**src/itrt_pkg.sv**
```systemverilog
// Shared types, constants and helpers for the integer-to-radix-text block.
package itrt_pkg;

  localparam int DEF_WORD_BITS = 32;
  localparam int CHUNK_BITS    = 8;

  localparam logic [4:0] BASE_MIN = 5'd2;
  localparam logic [4:0] BASE_MAX = 5'd16;
  localparam logic [4:0] BASE_TEN = 5'd10;

  localparam logic [7:0] ASCII_ZERO  = 8'h30;
  localparam logic [7:0] ASCII_A     = 8'h61;
  localparam logic [7:0] ASCII_MINUS = 8'h2d;
  localparam logic [7:0] ASCII_NUL   = 8'h00;

  // Classification of one word, passed from front to back
  typedef struct packed {
    logic       bad;
    logic       neg;
    logic [4:0] base;
  } itrt_cls_t;

  typedef enum logic [4:0] {
    ST_IDLE = 5'b00001,
    ST_DIV  = 5'b00010,
    ST_RD   = 5'b00100,
    ST_LOAD = 5'b01000,
    ST_SHOW = 5'b10000
  } itrt_state_t;

  function automatic logic [7:0] ascii_of_digit(input logic [3:0] d);
    logic [7:0] c;
    if (d <= 4'd9) begin
      c = ASCII_ZERO + {4'd0, d};
    end else begin
      c = ASCII_A + {4'd0, d} - 8'd10;
    end
    return c;
  endfunction

endpackage

```
**src/integer_to_radix_text.sv**
```systemverilog
// Integer-to-radix-text converter: top level with front, queue and back.
//
// Each input word (value, base, signed_mode) becomes its text in the given
// base, one ASCII character per output word, most significant digit first,
// with out_last on the final character. Digits above nine are lower-case
// letters. In signed mode with base ten a word with its top bit set is
// negated and a '-' goes out first. A base outside 2..16 gives one output
// word with character 0, out_last and out_bad_base set. The front checks the
// base and negates combinationally and pushes the word into a two-entry
// queue, so up to two words can wait while the back is busy. The back
// divides by the base with an 8-bit-per-cycle long division, one digit per
// pass over all chunks of the word; the digits go into a small RAM and are
// read back in reverse, each character through a read, a load and a show
// step, and the show step waits while the consumer holds out_ready low.
module integer_to_radix_text
  import itrt_pkg::*;
#(
  parameter int WORD_BITS = DEF_WORD_BITS
) (
  input  logic                 clk,
  input  logic                 rst_n,
  input  logic                 in_valid,
  output logic                 in_ready,
  input  logic [WORD_BITS-1:0] in_value,
  input  logic [4:0]           in_base,
  input  logic                 in_signed_mode,
  output logic                 out_valid,
  input  logic                 out_ready,
  output logic [7:0]           out_character,
  output logic                 out_last,
  output logic                 out_bad_base
);

  localparam int JOB_W = $bits(itrt_cls_t) + WORD_BITS;

  // Classified word from the front
  itrt_cls_t            f_cls;
  logic [WORD_BITS-1:0] f_mag;

  // Head of the queue toward the back
  logic                 q_valid;
  logic                 q_ready;
  logic [JOB_W-1:0]     q_data;
  itrt_cls_t            b_cls;
  logic [WORD_BITS-1:0] b_mag;

  itrt_front #(
    .WORD_BITS(WORD_BITS)
  ) u_front (
    .in_value      (in_value),
    .in_base       (in_base),
    .in_signed_mode(in_signed_mode),
    .cls           (f_cls),
    .mag           (f_mag)
  );

  // Hold classified words until the back takes them
  itrt_queue #(
    .WIDTH(JOB_W)
  ) u_queue (
    .clk     (clk),
    .rst_n   (rst_n),
    .wr_valid(in_valid),
    .wr_ready(in_ready),
    .wr_data ({f_cls, f_mag}),
    .rd_valid(q_valid),
    .rd_ready(q_ready),
    .rd_data (q_data)
  );

  assign b_cls = q_data[JOB_W-1 -: $bits(itrt_cls_t)];
  assign b_mag = q_data[WORD_BITS-1:0];

  // Divide, store digits and drive the output words
  itrt_back #(
    .WORD_BITS(WORD_BITS)
  ) u_back (
    .clk          (clk),
    .rst_n        (rst_n),
    .job_valid    (q_valid),
    .job_ready    (q_ready),
    .job_cls      (b_cls),
    .job_mag      (b_mag),
    .out_valid    (out_valid),
    .out_ready    (out_ready),
    .out_character(out_character),
    .out_last     (out_last),
    .out_bad_base (out_bad_base)
  );

  // A rejected base is always a lone NUL word that ends the text
  a_bad_lone: assert property (@(posedge clk) disable iff (!rst_n)
    out_valid && out_bad_base |-> out_last && (out_character == ASCII_NUL))
    else $error("bad-base word is not a lone NUL");

  // A minus sign never ends the text
  a_minus_not_last: assert property (@(posedge clk) disable iff (!rst_n)
    out_valid && (out_character == ASCII_MINUS) |-> !out_last)
    else $error("minus sign marked last");

  // After a non-final character the next one needs a RAM read first
  a_gap_after_char: assert property (@(posedge clk) disable iff (!rst_n)
    out_valid && out_ready && !out_last |=> !out_valid)
    else $error("character issued without digit read");

endmodule

```
**src/itrt_ram.sv**
```systemverilog
// Generic single-write, single-read RAM with registered read data.
module itrt_ram #(
  parameter int WIDTH = 4,
  parameter int DEPTH = 32
) (
  input  logic                     clk,
  input  logic                     we,
  input  logic [$clog2(DEPTH)-1:0] waddr,
  input  logic [WIDTH-1:0]         wdata,
  input  logic [$clog2(DEPTH)-1:0] raddr,
  output logic [WIDTH-1:0]         rdata
);

  logic [WIDTH-1:0] mem [DEPTH];
  logic [WIDTH-1:0] rdata_r;

  always_ff @(posedge clk) begin
    if (we) begin
      mem[waddr] <= wdata;
    end
    rdata_r <= mem[raddr];
  end

  assign rdata = rdata_r;

endmodule

```
**src/itrt_front.sv**
```systemverilog
// Front end: check the base and fold a negative signed base-ten word.
module itrt_front
  import itrt_pkg::*;
#(
  parameter int WORD_BITS = DEF_WORD_BITS
) (
  input  logic [WORD_BITS-1:0] in_value,
  input  logic [4:0]           in_base,
  input  logic                 in_signed_mode,
  output itrt_cls_t            cls,
  output logic [WORD_BITS-1:0] mag
);

  logic neg;

  assign neg = in_signed_mode && (in_base == BASE_TEN) && in_value[WORD_BITS-1];

  always_comb begin
    cls.bad  = (in_base < BASE_MIN) || (in_base > BASE_MAX);
    cls.neg  = neg;
    cls.base = in_base;
    mag      = neg ? (~in_value + WORD_BITS'(1)) : in_value;
  end

endmodule

```
**src/itrt_queue.sv**
```systemverilog
// Two-entry word queue between front and back.
module itrt_queue #(
  parameter int WIDTH = 8
) (
  input  logic             clk,
  input  logic             rst_n,
  input  logic             wr_valid,
  output logic             wr_ready,
  input  logic [WIDTH-1:0] wr_data,
  output logic             rd_valid,
  input  logic             rd_ready,
  output logic [WIDTH-1:0] rd_data
);

  logic [WIDTH-1:0] ent_r [2];
  logic             wr_ptr_r, wr_ptr_nxt;
  logic             rd_ptr_r, rd_ptr_nxt;
  logic [1:0]       cnt_r, cnt_nxt;
  logic             push, pop;

  assign wr_ready = (cnt_r != 2'd2);
  assign rd_valid = (cnt_r != 2'd0);
  assign rd_data  = ent_r[rd_ptr_r];
  assign push     = wr_valid && wr_ready;
  assign pop      = rd_valid && rd_ready;

  always_comb begin
    wr_ptr_nxt = push ? ~wr_ptr_r : wr_ptr_r;
    rd_ptr_nxt = pop ? ~rd_ptr_r : rd_ptr_r;
    cnt_nxt    = cnt_r + {1'b0, push} - {1'b0, pop};
  end

  always_ff @(posedge clk) begin
    if (!rst_n) begin
      wr_ptr_r <= 1'b0;
      rd_ptr_r <= 1'b0;
      cnt_r    <= 2'd0;
    end else begin
      wr_ptr_r <= wr_ptr_nxt;
      rd_ptr_r <= rd_ptr_nxt;
      cnt_r    <= cnt_nxt;
    end
  end

  always_ff @(posedge clk) begin
    if (push) begin
      ent_r[wr_ptr_r] <= wr_data;
    end
  end

endmodule

```
**src/itrt_back.sv**
```systemverilog
// Back end: digit extraction by chunked long division, then character output.
module itrt_back
  import itrt_pkg::*;
#(
  parameter int WORD_BITS = DEF_WORD_BITS
) (
  input  logic                 clk,
  input  logic                 rst_n,
  input  logic                 job_valid,
  output logic                 job_ready,
  input  itrt_cls_t            job_cls,
  input  logic [WORD_BITS-1:0] job_mag,
  output logic                 out_valid,
  input  logic                 out_ready,
  output logic [7:0]           out_character,
  output logic                 out_last,
  output logic                 out_bad_base
);

  localparam int CHUNKS   = (WORD_BITS + CHUNK_BITS - 1) / CHUNK_BITS;
  localparam int PAD_BITS = CHUNKS * CHUNK_BITS;
  localparam int CHUNK_CW = (CHUNKS > 1) ? $clog2(CHUNKS) : 1;
  localparam int CNT_W    = $clog2(WORD_BITS + 1);
  localparam int ADDR_W   = $clog2(WORD_BITS);

  itrt_state_t         state_r, state_nxt;
  logic [PAD_BITS-1:0] q_r, q_nxt, q_shift;
  logic [4:0]          base_r, base_nxt;
  logic                neg_r, neg_nxt;
  logic [3:0]          rem_r, rem_nxt, rem_step;
  logic [CHUNK_CW-1:0] chunk_r, chunk_nxt;
  logic [CNT_W-1:0]    cnt_r, cnt_nxt;
  logic [ADDR_W-1:0]   idx_r, idx_nxt;
  logic [7:0]          char_r, char_nxt;
  logic                last_r, last_nxt;
  logic                bad_r, bad_nxt;
  logic [CHUNK_BITS-1:0] top, qbits;
  logic [4:0]          trial;
  logic                ram_we;
  logic [3:0]          ram_rdata;

  itrt_ram #(
    .WIDTH(4),
    .DEPTH(WORD_BITS)
  ) u_digits (
    .clk  (clk),
    .we   (ram_we),
    .waddr(cnt_r[ADDR_W-1:0]),
    .wdata(rem_step),
    .raddr(idx_r),
    .rdata(ram_rdata)
  );

  // One chunk of long division: narrow remainder, one quotient bit per step
  always_comb begin
    top      = q_r[PAD_BITS-1 -: CHUNK_BITS];
    rem_step = rem_r;
    qbits    = '0;
    trial    = '0;
    for (int i = CHUNK_BITS - 1; i >= 0; i--) begin
      trial = {rem_step, top[i]};
      if (trial >= base_r) begin
        trial    = trial - base_r;
        qbits[i] = 1'b1;
      end
      rem_step = trial[3:0];
    end
    q_shift = (q_r << CHUNK_BITS) | PAD_BITS'(qbits);
  end

  always_comb begin
    state_nxt = state_r;
    q_nxt     = q_r;
    base_nxt  = base_r;
    neg_nxt   = neg_r;
    rem_nxt   = rem_r;
    chunk_nxt = chunk_r;
    cnt_nxt   = cnt_r;
    idx_nxt   = idx_r;
    char_nxt  = char_r;
    last_nxt  = last_r;
    bad_nxt   = bad_r;
    job_ready = 1'b0;
    ram_we    = 1'b0;
    case (state_r)
      ST_IDLE: begin
        if (job_valid) begin
          job_ready = 1'b1;
          if (job_cls.bad) begin
            char_nxt  = ASCII_NUL;
            last_nxt  = 1'b1;
            bad_nxt   = 1'b1;
            state_nxt = ST_SHOW;
          end else begin
            q_nxt     = PAD_BITS'(job_mag);
            base_nxt  = job_cls.base;
            neg_nxt   = job_cls.neg;
            rem_nxt   = '0;
            chunk_nxt = '0;
            cnt_nxt   = '0;
            state_nxt = ST_DIV;
          end
        end
      end
      ST_DIV: begin
        q_nxt   = q_shift;
        rem_nxt = rem_step;
        if (chunk_r == CHUNK_CW'(CHUNKS - 1)) begin
          chunk_nxt = '0;
          rem_nxt   = '0;
          ram_we    = (cnt_r < CNT_W'(WORD_BITS));
          if (ram_we) begin
            cnt_nxt = cnt_r + CNT_W'(1);
          end
          if (q_shift == '0) begin
            idx_nxt = ADDR_W'(cnt_nxt - CNT_W'(1));
            if (neg_r) begin
              char_nxt  = ASCII_MINUS;
              last_nxt  = 1'b0;
              bad_nxt   = 1'b0;
              state_nxt = ST_SHOW;
            end else begin
              state_nxt = ST_RD;
            end
          end
        end else begin
          chunk_nxt = chunk_r + CHUNK_CW'(1);
        end
      end
      ST_RD: begin
        state_nxt = ST_LOAD;
      end
      ST_LOAD: begin
        char_nxt  = ascii_of_digit(ram_rdata);
        last_nxt  = (idx_r == '0);
        bad_nxt   = 1'b0;
        idx_nxt   = idx_r - ADDR_W'(1);
        state_nxt = ST_SHOW;
      end
      ST_SHOW: begin
        if (out_ready) begin
          state_nxt = last_r ? ST_IDLE : ST_RD;
        end
      end
      default: begin
        state_nxt = ST_IDLE;
      end
    endcase
  end

  always_ff @(posedge clk) begin
    if (!rst_n) begin
      state_r <= ST_IDLE;
    end else begin
      state_r <= state_nxt;
    end
  end

  always_ff @(posedge clk) begin
    q_r     <= q_nxt;
    base_r  <= base_nxt;
    neg_r   <= neg_nxt;
    rem_r   <= rem_nxt;
    chunk_r <= chunk_nxt;
    cnt_r   <= cnt_nxt;
    idx_r   <= idx_nxt;
    char_r  <= char_nxt;
    last_r  <= last_nxt;
    bad_r   <= bad_nxt;
  end

  assign out_valid     = (state_r == ST_SHOW);
  assign out_character = char_r;
  assign out_last      = last_r;
  assign out_bad_base  = bad_r;

endmodule

```
**config.mk**
```make
export PLATFORM = sky130hd
export DESIGN_NAME = integer_to_radix_text
export DESIGN_NICKNAME = d
export VERILOG_FILES = /design/src/itrt_pkg.sv /design/src/integer_to_radix_text.sv /design/src/itrt_ram.sv /design/src/itrt_front.sv /design/src/itrt_queue.sv /design/src/itrt_back.sv
export SDC_FILE = /design/constraint.sdc
export NUM_CORES = 1
export LEC_CHECK = 0
export BUFFER_PORTS_ARGS = -buffer_cell sky130_fd_sc_hd__buf_2
export CORE_AREA = 5 5 171 173
export CTS_CLUSTER_DIAMETER = 100
export DETAILED_ROUTE_END_ITERATION = 8
export DIE_AREA = 0 0 176 178
export GPL_TIMING_DRIVEN = 0
export PLACE_DENSITY_LB_ADDON = 0.05
export RECOVER_POWER = 50
export SLEW_MARGIN = 20
export SYNTH_ARGS = -nofsm -noshare
export SYNTH_HDL_FRONTEND = slang
export SYNTH_SLANG_ARGS = --single-unit
```
**constraint.sdc**
```tcl
create_clock -name clk -period 31.2 [get_ports clk]
set_clock_uncertainty 0.2 [all_clocks]
set_input_delay 3.12 -clock clk [delete_from_list [all_inputs] [get_ports clk]]
set_output_delay 3.12 -clock clk [all_outputs]
set_load 0.02 [all_outputs]
```
==> flow_summary.toml, run 1 <==
[yosys]
ys_seq_elements = 284
mappedNetlistArea_um2 = 13740
post_synth_main_area_contributors = "edfxtp_1 (59%), mux4_2 (6.6%), ha_1 (4.6%), mux2i_1 (3.0%), xnor2_1 (2.2%)"
yosys_most_used_dff = "edfxtp_1"
synth-edff-count = 270
yosysSeqAreaShare_pct = 61.06
synth-async-reset-ratio_pct = 0
synthDominantAreaCellType = "edfxtp_1"
postSynthCellCount = 990
synth.yosys.warnings = 0
ys_types = 63
synth.top_cell.area_share_pct = 59.02
synthesis.area_per_instance_um2 = 13.88
syn-num-nets = 1091

[min_path]
timing.hold.worst.start = "u_back.state_r[2]"
type_of_the_most_critical_hold_path = "flop to flop"

[die]
io-pin-count = 54
std_cell_rows = 61
die_area_um2 = 31330
floorplan.initialDensity_pct = 50.00
core-area_um2 = 27480
die_height_um = 178
floorplan.die.width_um = 176

[clocking]
sinks_on_the_clock_net = 284
number_of_buffers_inserted_by_hold_repair_at_cts = 0
post_cts.repair.setup_buffers = 0
cts_tree = "done"
cts-resized-gates = 0
insertion_delay_ns = 0.57
ctsHtreeMaxLevel = 1
cts_made_buffers = 31
clk_pin_slew_ns = 0.06
clk_root_buffer_cell = "clkbuf_16"
clk_path_buf_depth = 3

[timing]
hold_viol = 0
report.final.slew_viol_count = 20
share_of_the_cycle_needed_by_the_critical_path_after_routing_pct = 46.42
slew_hr_pct = -43.17
totalNegativeSetupSlack_ns = 0
max_freq_mhz = 69.05
worst-slew-pin-transition_ns = 2.140
grt_setup_unrepaired = "no"
report.final.setup_viol = 0
final_period_minus_worst_setup_slack_ns = 14.48

[cells_and_area]
num-nets-final = 1183
antennaDiodeCount = 0
layout.cells.most_common_list = "edfxtp_1 (270), nand2_1 (70), nor2_1 (70)"
flow.area_growth_from_synthesis_pct = 13.09
drive_above_1_share_pct = 15.10
mostFrequentLayoutCell = "edfxtp_1"

[critical_path]
max_stage_delay_ns = 0.77
timing.critical_path.mode_cell = "ha_1"
timing.critical_path.to_type = "flop"
crit-reg2reg-launch = "u_back.base_r[1]"
worst_setup_path_start_kind = "flop"
timing.critical_path.fanout_max = 10
slowest_cell_on_crit_path = "o31ai_1"
timing.critical_path.from = "u_back.base_r[1]"
worst-setup-path-type = "flop to flop"
cp_data_arrival_time_ns = 14.46
crit_path_required_time_ns = 31.18

[drt]
avgViaCountPerCell = 5.571
wirelength_um = 28300
route.vias.total = 8089
drc = 0
postRouteAntennaNets = 0
drtIter0Drc = 536
route.detailed.wl_per_inst_um = 19.49
detailedRoute.firstPassIterationCount = 5

[global_routing]
largest_net_degree_at_the_start_of_global_routing = 34
vias_in_the_first_global_route = 8133
grt_antenna_before_repair = 0
groute.usage.overall_pct = 18.30
grt-ovfl-total = 0
grt_first_pass_wirelength_um = 44650

[status]
failed_checks = "capacitance limit, slew limit"
result_of_the_run = "finished with violations"

[job]
drv.max_cap_violation_count = 1

[placement]
detailed_place_hpwl_um = 20370
place.port_buffers = 52
gp_routability_congestion = 0.8150
critical path: cells and delay by family (launching register included):
kind	cells	cell delay [ns]
AOI/OAI and AO/OA	23	6.27
adders and majority gates	8	2.59
muxes	5	1.78
and+or+nand+nor	4	1.47
buffers and inverters	5	1.08
DFF	1	0.67
path summary, 6_finish.rpt:
kind | end | slack [ns] | cells past startpoint
worst max register to register | u_back.idx_r[3] | 16.72 | 45
worst min register to register | u_back.state_r[3] | 0.32 | 2
worst max-delay path | u_back.idx_r[3] | 16.72 | 45
worst min-delay path | u_back.state_r[3] | 0.32 | 2
kinds of logic (layout without fill, tap and decap cells):
kind of cell               after synthesis  in the layout  synth area share [%]
AOI/OAI and AO/OA                      168            168                 7.241
xor gates and xnor gates                56             56                 3.570
adders and majority gates               59             59                 5.811
buffers and inverters                   83            199                 2.314
DFF                                    284            284                 61.06
muxes                                  103            103                 11.35
other                                    1              1               0.02730
and+or+nand+nor                        236            236                 8.626
stage by stage:
stage / util [%] / std cells / setup WS (ns) / area (µm²) / hold slack [ns]
after floorplan: - / 990 / 19.36 / 13740 / 0.2696
after global placement: 52.52 / 1388 / 15.78 / 14430 / 0.2977
after detailed placement: 53.44 / 1395 / 16.67 / 14680 / 0.3078
after CTS: 56.82 / 1452 / 16.60 / 15610 / 0.3156
after global routing: 56.54 / 1452 / 15.60 / 15530 / 0.3403
final: 56.54 / 1452 / 16.72 / 15530 / 0.3168
cells in the mapped netlist (all sizes together) (9+ instances only):
master / number
a21o: 15
a21oi: 46
and2: 11
buf: 10
clkbuf: 24
dfxtp: 14
edfxtp: 270
ha: 51
inv: 49
mux2: 22
mux2i: 41
mux4: 40
nand2: 71
nand2b: 9
nor2: 70
nor3: 13
nor4: 11
o21ai: 62
xnor2: 34
xor2: 22
state kept, by name, summed over array words and instances (netlist names), named ones only:
register	cells
u_back.base_r	5
u_back.chunk_r	2
u_back.cnt_r	6
u_back.idx_r	5
u_back.neg_r	1
u_back.out_bad_base	1
u_back.out_character	7
u_back.out_last	1
u_back.q_r	32
u_back.rem_r	4
u_back.state_r	5
u_back.u_digits.mem	128
u_back.u_digits.rdata	4
u_queue.cnt_r	2
u_queue.ent_r	78
u_queue.rd_ptr_r	1
u_queue.wr_ptr_r	1
metal layers:
metal	track usage (%)	routed length (µm)	vias to the layer above
met5	0	0	-
met4	3.574	455	0
met3	2.946	1479	35
met2	28.54	12710	156
met1	27.65	13650	3957
li1	-	-	3941
area by class of cell:
cell class,count,area (µm²)
fill,2261,11940
sequential,284,8388
multi-input combinational,623,5071
clock buffer,41,813.3
tap,346,432.9
timing repair buffer,59,396.6
inverter,49,183.9
buffer,34,133.9
clock inverter,16,115.1
Power of run 1 is not shown: default switching activity piles up to over one toggle a cycle in this logic, so the estimate is an artifact.
==> run 2: changes to the inputs <==
clock period = 14.4 ns   (was 31.2 ns; I/O delays follow)
==> flow_summary.toml, run 2 (synthesis gave the netlist of run 1 again) <==
[drt]
avgViaCountPerCell = 5.547
drtIter0Drc = 500
route.vias.total = 8110
detailedRoute.firstPassIterationCount = 4
postRouteAntennaNets = 0
drc = 0
route.detailed.wl_per_inst_um = 19.49
wirelength_um = 28490

[clocking]
clk_pin_slew_ns = 0.06
number_of_buffers_inserted_by_hold_repair_at_cts = 0
cts_made_buffers = 31
clk_root_buffer_cell = "clkbuf_16"
clk_path_buf_depth = 3
insertion_delay_ns = 0.57
sinks_on_the_clock_net = 284
ctsHtreeMaxLevel = 1
cts_tree = "done"

[timing]
final_period_minus_worst_setup_slack_ns = 13.38
report.final.slew_viol_count = 21
max_freq_mhz = 74.76
worst-slew-pin-transition_ns = 1.951
grt_setup_unrepaired = "no"
share_of_the_cycle_needed_by_the_critical_path_after_routing_pct = 92.88
hold_viol = 0
slew_hr_pct = -30.52
report.final.setup_viol = 0

[placement]
gp_routability_congestion = 0.8150
detailed_place_hpwl_um = 20370
place.port_buffers = 52
placedInstanceArea_um2 = 14680

[critical_path]
crit-reg2reg-launch = "u_back.base_r[0]"
timing.critical_path.to_type = "flop"
timing.reg2reg.worst_path_depth = 45
worst-setup-path-type = "flop to flop"
timing.critical_path.mode_cell = "ha_1"
crit_path_required_time_ns = 14.39
worst_setup_path_start_kind = "flop"
timing.critical_path.fanout_max = 10
r2r-end = "u_back.idx_r[3]"
max_stage_delay_ns = 0.60
cp_data_arrival_time_ns = 13.36
slowest_cell_on_crit_path = "edfxtp_1"
setup.reg_to_reg.worst_slack_ns = 1.02
timing.critical_path.from = "u_back.base_r[0]"

[global_routing]
vias_in_the_first_global_route = 8132
groute.usage.overall_pct = 18.29
grt_first_pass_wirelength_um = 44640
largest_net_degree_at_the_start_of_global_routing = 34
grt-ovfl-total = 0
grt_antenna_before_repair = 0

[cells_and_area]
largestRegisters = "u_back.u_digits.mem (128), u_queue.ent_r (78), u_back.q_r (32)"
largest_register_ffs = 128
seq_area_um2 = 8388
flow.area_growth_from_synthesis_pct = 13.31
num-nets-final = 1193
largest_register = "u_back.u_digits.mem"
layout.cells.most_common_list = "edfxtp_1 (270), nand2_1 (71), nor2_1 (70)"
antennaDiodeCount = 0
n_fill_cell = 2273
drive_above_1_share_pct = 15.05
multi_input_area_um2 = 5084
finish.instance_area_um2 = 15560
mostFrequentLayoutCell = "edfxtp_1"

[job]
drv.max_cap_violation_count = 1

[die]
die_area_um2 = 31330
floorplan.die.width_um = 176
floorplan.initialDensity_pct = 50.00
std_cell_rows = 61
die_height_um = 178
io-pin-count = 54
core-area_um2 = 27480

[min_path]
min_delay_path_depth = 2
timing.hold.worst.start = "u_back.state_r[2]"
timing.hold.worst_endpoint = "u_back.state_r[3]"
type_of_the_most_critical_hold_path = "flop to flop"

[status]
failed_checks = "capacitance limit, slew limit"
result_of_the_run = "finished with violations"
[run 2: routing by layer]
layer,routed length (µm),track usage [%],up-vias,part of all wire (%)
met3,1483,2.946,35,5.2
met5,0,0,-,0
met2,12880,28.56,151,45
met4,455,3.574,0,1.6
met1,13680,27.63,3969,48
li1,-,-,3955,-
[run 2: layout make-up]
| type | instances | share of cell area [%] |
|---|---|---|
| buffer | 34 | 0.8601 |
| clock buffer | 41 | 5.225 |
| clock inverter | 16 | 0.7395 |
| inverter | 49 | 1.206 |
| multi-input combinational | 623 | 32.66 |
| sequential | 284 | 53.89 |
| tap | 346 | 2.781 |
| timing repair buffer | 69 | 2.637 |
[run 2: timing repair]
action | 4_1_cts | 5_1_grt
buffers inserted | 0 | 10
resized for setup | 2 | 5
setup endpoints to repair | 48 | 149
pin swaps | 0 | 0
[run 2: worst max-delay path by stage]
stage	end	slack [ns]	depth (start not counted)
after floorplan	u_back.out_bad_base	2.56	45
after detailed placement	u_back.out_character[1]	-0.13	45
after global routing	u_back.idx_r[3]	0.22	45
after global placement	u_back.u_digits.mem[10][3]	-1.02	45
after CTS	u_back.out_character[1]	0.09	45
final	u_back.idx_r[3]	1.02	45
[run 2: through the flow]
stage          instances  utilization [%]  TNS [ns]  setup WS (ns)  hold WS, ns
4_1_cts             1452            56.85         0        0.09448       0.3156
6_report            1462            56.65         0          1.025       0.3168
3_5_place_dp        1395            53.44    -2.840        -0.1309       0.3078
5_1_grt             1462            56.65         0         0.2170       0.3403
2_1_floorplan        990                -         0          2.557       0.2696
3_3_place_gp        1388            52.52    -91.19         -1.018       0.2977
[run 2: critical path, delay by kind of cell, from the launching register on]
kind                       cells  cell delay, ns
muxes                          5            1.75
DFF                            1            0.60
adders and majority gates      8            2.55
buffers and inverters          4            0.65
and+or+nand+nor                5            1.55
AOI/OAI and AO/OA             23            5.69
Power of run 2 is left out for the same reason.
==> run 3: changes to the inputs <==
clock period = 10.8 ns   (was 14.4 ns; I/O delays follow)
==> flow_summary.toml, run 3 (synthesis gave the netlist of run 1 again) <==
[cells_and_area]
largest_register = "u_back.u_digits.mem"
largestRegisters = "u_back.u_digits.mem (128), u_queue.ent_r (78), u_back.q_r (32)"
antennaDiodeCount = 0
drive_above_1_share_pct = 23.57
mostFrequentLayoutCell = "edfxtp_1"
layout.cells.most_common_list = "edfxtp_1 (270), nand2_1 (68), nor2_1 (67)"
flow.area_growth_from_synthesis_pct = 19.19
largest_register_ffs = 128
num-nets-final = 1236
n_fill_cell = 2179

[timing]
report.final.setup_viol = 0
totalNegativeSetupSlack_ns = 0
report.final.slew_viol_count = 21
final_period_minus_worst_setup_slack_ns = 10.40
worst-slew-pin-transition_ns = 1.980
worst_slack_ns = 0.3993
share_of_the_cycle_needed_by_the_critical_path_after_routing_pct = 96.30
slew_hr_pct = -31.97
hold_viol = 0
max_freq_mhz = 96.15

[critical_path]
slowest_cell_on_crit_path = "or4_4"
worst-setup-path-type = "flop to flop"
max_stage_delay_ns = 0.52
crit_path_required_time_ns = 10.89
timing.critical_path.mode_cell = "a21o_1"
cp_data_arrival_time_ns = 10.49
timing.critical_path.fanout_max = 8
setup.reg_to_reg.worst_slack_ns = 0.40
timing.critical_path.from = "u_back.base_r[2]"
timing.critical_path.to_type = "flop"
crit-reg2reg-launch = "u_back.base_r[2]"
worst_setup_path_start_kind = "flop"

[global_routing]
grt_first_pass_wirelength_um = 46820
largest_net_degree_at_the_start_of_global_routing = 34
grt_antenna_before_repair = 0
vias_in_the_first_global_route = 8413
grt-ovfl-total = 0
groute.usage.overall_pct = 19.29

[job]
drv.max_cap_violation_count = 1

[clocking]
clk_pin_slew_ns = 0.06
sinks_on_the_clock_net = 284
number_of_buffers_inserted_by_hold_repair_at_cts = 0
insertion_delay_ns = 0.57
clk_path_buf_depth = 3
ctsHtreeMaxLevel = 1
cts_tree = "done"
cts_made_buffers = 29
clk_root_buffer_cell = "clkbuf_16"

[die]
std_cell_rows = 61
die_area_um2 = 31330
core-area_um2 = 27480
floorplan.initialDensity_pct = 50.00
floorplan.die.width_um = 176
die_height_um = 178
io-pin-count = 54

[drt]
wirelength_um = 30270
avgViaCountPerCell = 5.627
postRouteAntennaNets = 0
detailedRoute.firstPassIterationCount = 5
route.detailed.wl_per_inst_um = 20.18
route.vias.total = 8440
drc = 0
drtIter0Drc = 642

[status]
result_of_the_run = "finished with violations"
failed_checks = "capacitance limit, slew limit"

[min_path]
type_of_the_most_critical_hold_path = "flop to flop"
timing.hold.worst.start = "u_back.state_r[2]"

[placement]
gp_routability_congestion = 0.8264
place.port_buffers = 52
detailed_place_hpwl_um = 20620
pre_cts_ws_ns = -2.099
[run 3: final timing paths]
check / endpoint / cells past startpoint
worst min register to register: u_back.state_r[3] / 2
worst min-delay path: u_back.state_r[3] / 2
worst max-delay path: u_back.out_character[2] / 47
worst max register to register: u_back.out_character[2] / 47
[run 3: timing repair]
item,in CTS,in global routing
gates cloned,2,1
resized for setup,43,44
setup endpoints to repair,150,150
pin swaps,13,28
setup buffers,25,30
[run 3: metal layers]
metal / up-vias / routed length, µm / track usage [%]
met5: - / 0 / 0
met4: 0 / 361 / 3.086
met3: 35 / 1746 / 3.031
met2: 204 / 13800 / 30.65
met1: 4170 / 14360 / 29.02
li1: 4031 / - / -
[run 3: layout make-up]
cell class,count,area (µm²),share of cell area (%)
repair buffers,113,744.5,4.547
flip-flops and latches,284,8388,51.23
inverters,49,201.4,1.230
clock inverters,14,170.2,1.039
multi-input cells,625,5554,33.92
clock buffers,36,752.0,4.593
plain buffers,33,130.1,0.7947
well taps,346,432.9,2.644
[run 3: stage by stage]
| stage | hold WS (ns) | util [%] | cells | area [µm²] |
|---|---|---|---|---|
| 2_1_floorplan | 0.2696 | - | 990 | 13820 |
| 5_1_grt | 0.3190 | 59.59 | 1500 | 16370 |
| 6_report | 0.3057 | 59.59 | 1500 | 16370 |
| 4_1_cts | 0.3033 | 58.41 | 1469 | 16050 |
| 3_5_place_dp | 0.2973 | 53.40 | 1393 | 14670 |
| 3_3_place_gp | 0.2995 | 52.82 | 1388 | 14510 |
[run 3: worst max-delay path: cells and delay by family, from the launching register on]
kind | cells | cell delay (ns)
compound gates | 26 | 4.47
fa+ha+maj | 8 | 2.12
buf+inv | 6 | 0.79
flops | 1 | 0.37
mux | 4 | 1.26
simple gates | 3 | 0.92
Power of run 3 is left out for the same reason.
